==> config.mk <==
export PLATFORM = sky130hd
export DESIGN_NAME = orb_ctrl
export DESIGN_NICKNAME = d
export VERILOG_FILES = /design/src/orb_pkg.sv /design/src/orb_ctrl.sv
export SDC_FILE = /design/constraint.sdc
export NUM_CORES = 1
export LEC_CHECK = 0
export ABC_AREA = 1
export ABC_CLOCK_PERIOD_IN_PS = 1200
export BUFFER_PORTS_ARGS = -buffer_cell sky130_fd_sc_hd__buf_2
export CAP_MARGIN = 0
export CORE_AREA = 5 5 42 44
export CTS_CLUSTER_SIZE = 16
export DETAILED_ROUTE_END_ITERATION = 6
export DIE_AREA = 0 0 47 49
export MAX_ROUTING_LAYER = met4
export PLACE_DENSITY = 0.58
export SLEW_MARGIN = 30
export SYNTH_ARGS = -nofsm -noshare
export SYNTH_HDL_FRONTEND = slang
export SYNTH_SLANG_ARGS = --single-unit
export TNS_END_PERCENT = 100
==> constraint.sdc <==
create_clock -name clock -period 1.2 [get_ports clock]
set_input_delay 0.24 -clock clock [delete_from_list [all_inputs] [get_ports clock]]
set_output_delay 0.24 -clock clock [all_outputs]
set_load 0.005 [all_outputs]
==> src/orb_pkg.sv <==
// orb_pkg: shared types and constants of the radiation boundary block
// no dependencies
`timescale 1ns / 1ps
package orb_pkg;
   localparam int CELLS = 1024;
   localparam int IDX_W = 10;
   localparam logic [16:0] ONE_Q16 = 17'h10000;

   typedef struct packed {
      logic [9:0]         cell_index;
      logic signed [31:0] inner1_now;
      logic signed [31:0] inner2_now;
      logic signed [31:0] inner1_next;
      logic signed [31:0] edge_prev;
      logic signed [31:0] inner1_prev;
   } req_word_type;

   typedef struct packed {
      logic signed [31:0] edge_value;
      logic [16:0]        phase_speed;
   } rsp_word_type;

   typedef enum logic [3:0] {
      ST_CLEAR, ST_IDLE, ST_READ, ST_SPEED, ST_DIV1, ST_BLEND1, ST_BLEND2,
      ST_NUM1, ST_NUM2, ST_DIV2, ST_OUT
   } state_type;

   // controller to datapath
   typedef struct packed {
      logic clear_wr;
      logic load;
      logic read;
      logic speed;
      logic div1_start;
      logic blend1;
      logic blend2;
      logic num1;
      logic num2;
      logic div2_start;
      logic out_load;
   } cmd_type;

   // datapath to controller
   typedef struct packed {
      logic clear_done;
      logic div_done;
      logic need_div1;
   } sts_type;

   localparam logic [0:0] REG_SMOOTHING = 1'b0;
endpackage

==> src/orb_ctrl.sv <==
// orb_ctrl: sequencer for clear sweep, store read, up to two divisions and result
// depends on orb_pkg
`timescale 1ns / 1ps
module orb_ctrl (
   input  logic             clock,
   input  logic             reset,
   input  logic             req_valid,
   output logic             req_stall,
   output logic             rsp_valid,
   input  logic             rsp_stall,
   input  orb_pkg::sts_type sts,
   output orb_pkg::cmd_type cmd
);
   orb_pkg::state_type state_ff, state_in;
   logic rsp_valid_ff, rsp_valid_in;

   always_ff @(posedge clock) begin
      if (reset) begin
         state_ff     <= orb_pkg::ST_CLEAR;
         rsp_valid_ff <= 1'b0;
      end else begin
         state_ff     <= state_in;
         rsp_valid_ff <= rsp_valid_in;
      end
   end

   // next state and commands
   always_comb begin
      state_in     = state_ff;
      cmd          = '0;
      rsp_valid_in = rsp_valid_ff;
      req_stall    = 1'b1;
      if (rsp_valid_ff && !rsp_stall) rsp_valid_in = 1'b0;
      case (state_ff)
         orb_pkg::ST_CLEAR: begin
            cmd.clear_wr = !sts.clear_done;
            if (sts.clear_done) state_in = orb_pkg::ST_IDLE;
         end
         orb_pkg::ST_IDLE: begin
            req_stall = 1'b0;
            if (req_valid) begin
               cmd.load = 1'b1;
               state_in = orb_pkg::ST_READ;
            end
         end
         orb_pkg::ST_READ: begin
            cmd.read = 1'b1;
            state_in = orb_pkg::ST_SPEED;
         end
         orb_pkg::ST_SPEED: begin
            cmd.speed = 1'b1;
            state_in  = orb_pkg::ST_DIV1;
         end
         orb_pkg::ST_DIV1: begin
            if (sts.need_div1) begin
               cmd.div1_start = 1'b1;
               state_in = orb_pkg::ST_BLEND1;
            end else state_in = orb_pkg::ST_BLEND1;
         end
         orb_pkg::ST_BLEND1: begin
            if (!sts.need_div1) begin
               cmd.blend1 = 1'b1;
               state_in = orb_pkg::ST_BLEND2;
            end
         end
         orb_pkg::ST_BLEND2: begin
            cmd.blend2 = 1'b1;
            state_in   = orb_pkg::ST_NUM1;
         end
         orb_pkg::ST_NUM1: begin
            cmd.num1 = 1'b1;
            state_in = orb_pkg::ST_NUM2;
         end
         orb_pkg::ST_NUM2: begin
            cmd.num2 = 1'b1;
            cmd.div2_start = 1'b1;
            state_in = orb_pkg::ST_DIV2;
         end
         orb_pkg::ST_DIV2: begin
            if (sts.div_done) state_in = orb_pkg::ST_OUT;
         end
         orb_pkg::ST_OUT: begin
            if (!rsp_valid_ff || !rsp_stall) begin
               cmd.out_load = 1'b1;
               rsp_valid_in = 1'b1;
               state_in     = orb_pkg::ST_IDLE;
            end
         end
         default: state_in = orb_pkg::ST_IDLE;
      endcase
   end

   assign rsp_valid = rsp_valid_ff;
endmodule

==> flow_summary.toml <==
[status]
status = "complete, but fails checks"
violations = "setup timing"

[placed_design]
place.gp.congestion = 0.801
port_buffers = 19
dpl.hpwl_microns = 871
pre_cts_ws_ns = 0.00401

[global_routing]
grt_pass1_wl_microns = 2120
grt.overflow.total = 0
track_usage_pct = 13.1
grt_pass1_vias = 512
antenna_found_initial = 0
grt_max_degree = 7

[final_layout]
syn2layout_area_growth_pct = 104
final_common_cell = "buf_2"
nets = 114
layout-drive-gt1-share_pct = 69.8
diodes = 0
final_cell_mix = "buf_2 (19), buf_4 (16), nor2_1 (8)"

[cts]
cts.root.buffer_cell = "clkbuf_4"
cts_sinks = 5
cts_tree = "yes"
clock_path_buffers = 2
cts_inserted_buffers = 3
clkLatencyLatePin_ns = 0.25
clk_pin_slew_ns = 0.05
cts-htree-levels = 1

[power]
p_leak_uw = 0.000406
p_total_uw = 1470
power_density_nw_per_um2 = 1910
ir_drop_mv = 1.03

[timing]
clock_skew_ns = 0.0127
fin_crit_sh_pct = 116
finalMaxSlewViolations = 0
hold_slack_ns = 0.157
final-hold-violation-count = 0
max_slew_margin_pct = 81.1
worstMarginPinSlew_ns = 0.281
clock.fmax_mhz = 720
setup_violations = 15
rsz0062_at_grt = "true"
finalCriticalPeriod_ns = 1.39
layout_setup_ws_ns = -0.188

[floorplanning]
dieHeight_microns = 49
rows = 14
ioPinCount = 20
fp.dieArea_sq_um = 2300
coreArea_sq_um = 1400
die_w_microns = 47
initial_core_util_pct = 27.1

[synth]
synth_cells = 65
ys_types = 15
avgSynthCellArea_sq_um = 5.83
netlist_area_sq_um = 379
yosys.area.top_type = "dfxtp_1"
synth.area.top_cells = "dfxtp_1 (26%), nor2_1 (14%), nand2_1 (13%)"
ys_seq_area_share_pct = 26.4
yosys.area.top_type_share_pct = 26.4
syn_nets = 72
yosysWarnings = 0
yosys_register_bits = 5

[run]
drv_cap = 0

[hold_path]
hp-class = "in2reg"

[detailed_routing]
wl_microns = 1360
ant_nets = 0
dr.first_iter.drc_count = 9
drt-pass1-iter-count = 5
wl_per_cell_microns = 11.2
via_per_inst = 4.48
num_vias = 547
drc = 0

[setup_path]
startpoint_type = "flop"
crit_fanout = 4
required_ns = 0.96
cp-end-kind = "output pin"
critPathKind = "reg2out"
crit_arrival_ns = 1.15
-- power by group --
part           total, uW  switching [uW]  leakage (uW)  internal (uW)
sequential           323            92.9     0.0000437            231
clock                202            81.1     0.0000177            121
combinational        949             476      0.000344            473
total               1470             650      0.000406            825
-- flip-flops by register name (all words and copies together), names as in the netlist --
name       cells
rsp_valid      1
state_ff       4
-- cells by family (layout without fill, tap and decap cells) --
logic type             count (synthesis)  after routing  synth area share (%)
DFF                                    5              5                  26.4
AOI/OAI and AO/OA                      7              7                  10.2
and+or+nand+nor                       41             41                  50.5
buffers and inverters                 12             53                  12.9
-- path summary, 6_finish.rpt --
path                            cells after the start  slack, ns                      from                       end
worst max-delay path                                6      -0.19  state_ff[3]$_SDFFE_PP0P_                    cmd[9]
worst min-delay path                                2       0.16                     reset  state_ff[1]$_SDFFE_PP0P_
worst max register to register                      9      -0.14  state_ff[1]$_SDFFE_PP0P_  state_ff[3]$_SDFFE_PP0P_
worst min register to register                      2       0.49      rsp_valid$_SDFF_PP0_      rsp_valid$_SDFF_PP0_
-- metal layers --
| layer | wire (microns) | vias to the layer above | track usage, % |
|---|---|---|---|
| met4 | 12 | 0 | 7.83 |
| met1 | 516 | 249 | 12.5 |
| li1 | - | 284 | - |
| met5 | 0 | - | - |
| met3 | 66 | 2 | 4.80 |
| met2 | 767 | 12 | 21.5 |
-- area by class of cell --
class                      count  area [sq um]
fill                         133           629
multi-input combinational     48           312
timing repair buffer          38           249
sequential                     5           115
inverter                      11          48.8
clock buffer                   3          22.5
tap                           16          20.0
clock inverter                 1          5.00
-- cell usage after synthesis --
| cell type | instances |
|---|---|
| nand3b_2 | 1 |
| nand2_2 | 3 |
| o21a_1 | 1 |
| nand3_1 | 2 |
| nand2_1 | 13 |
| nand3_2 | 1 |
| a21oi_1 | 5 |
| inv_1 | 10 |
| nor3_1 | 3 |
| o22ai_1 | 1 |
| nor2_2 | 4 |
| buf_4 | 1 |
| nor2_1 | 14 |
| dfxtp_1 | 5 |
| inv_2 | 1 |
-- repair_timing --
| item | in CTS | in global routing |
|---|---|---|
| hold endpoints to repair | 0 | 0 |
| setup buffers | 7 | 2 |
| hold buffers | 0 | 0 |
| gates resized for setup | 31 | 9 |
| pin swaps | 2 | 2 |
| endpoints found under the setup margin | 13 | 15 |
-- through the flow --
stage          std cells  utilization (%)  area [sq um]  setup TNS [ns]
2_1_floorplan         65                -           379               0
3_3_place_gp         109             40.1           562               0
3_5_place_dp         109             40.1           562               0
4_1_cts              120             51.9           727           -1.45
5_1_grt              122             55.1           772           -3.03
6_report             122             55.1           772           -1.84
-- worst max-delay path: stages, from the launching register on --
cell     delay (ns)
dfxtp_4        0.35
inv_4          0.08
nand2_4        0.08
nor2_4         0.12
inv_2          0.05
nor2_2         0.09
buf_2          0.12
No activity file was read; power rests on OpenSTA's default activity.
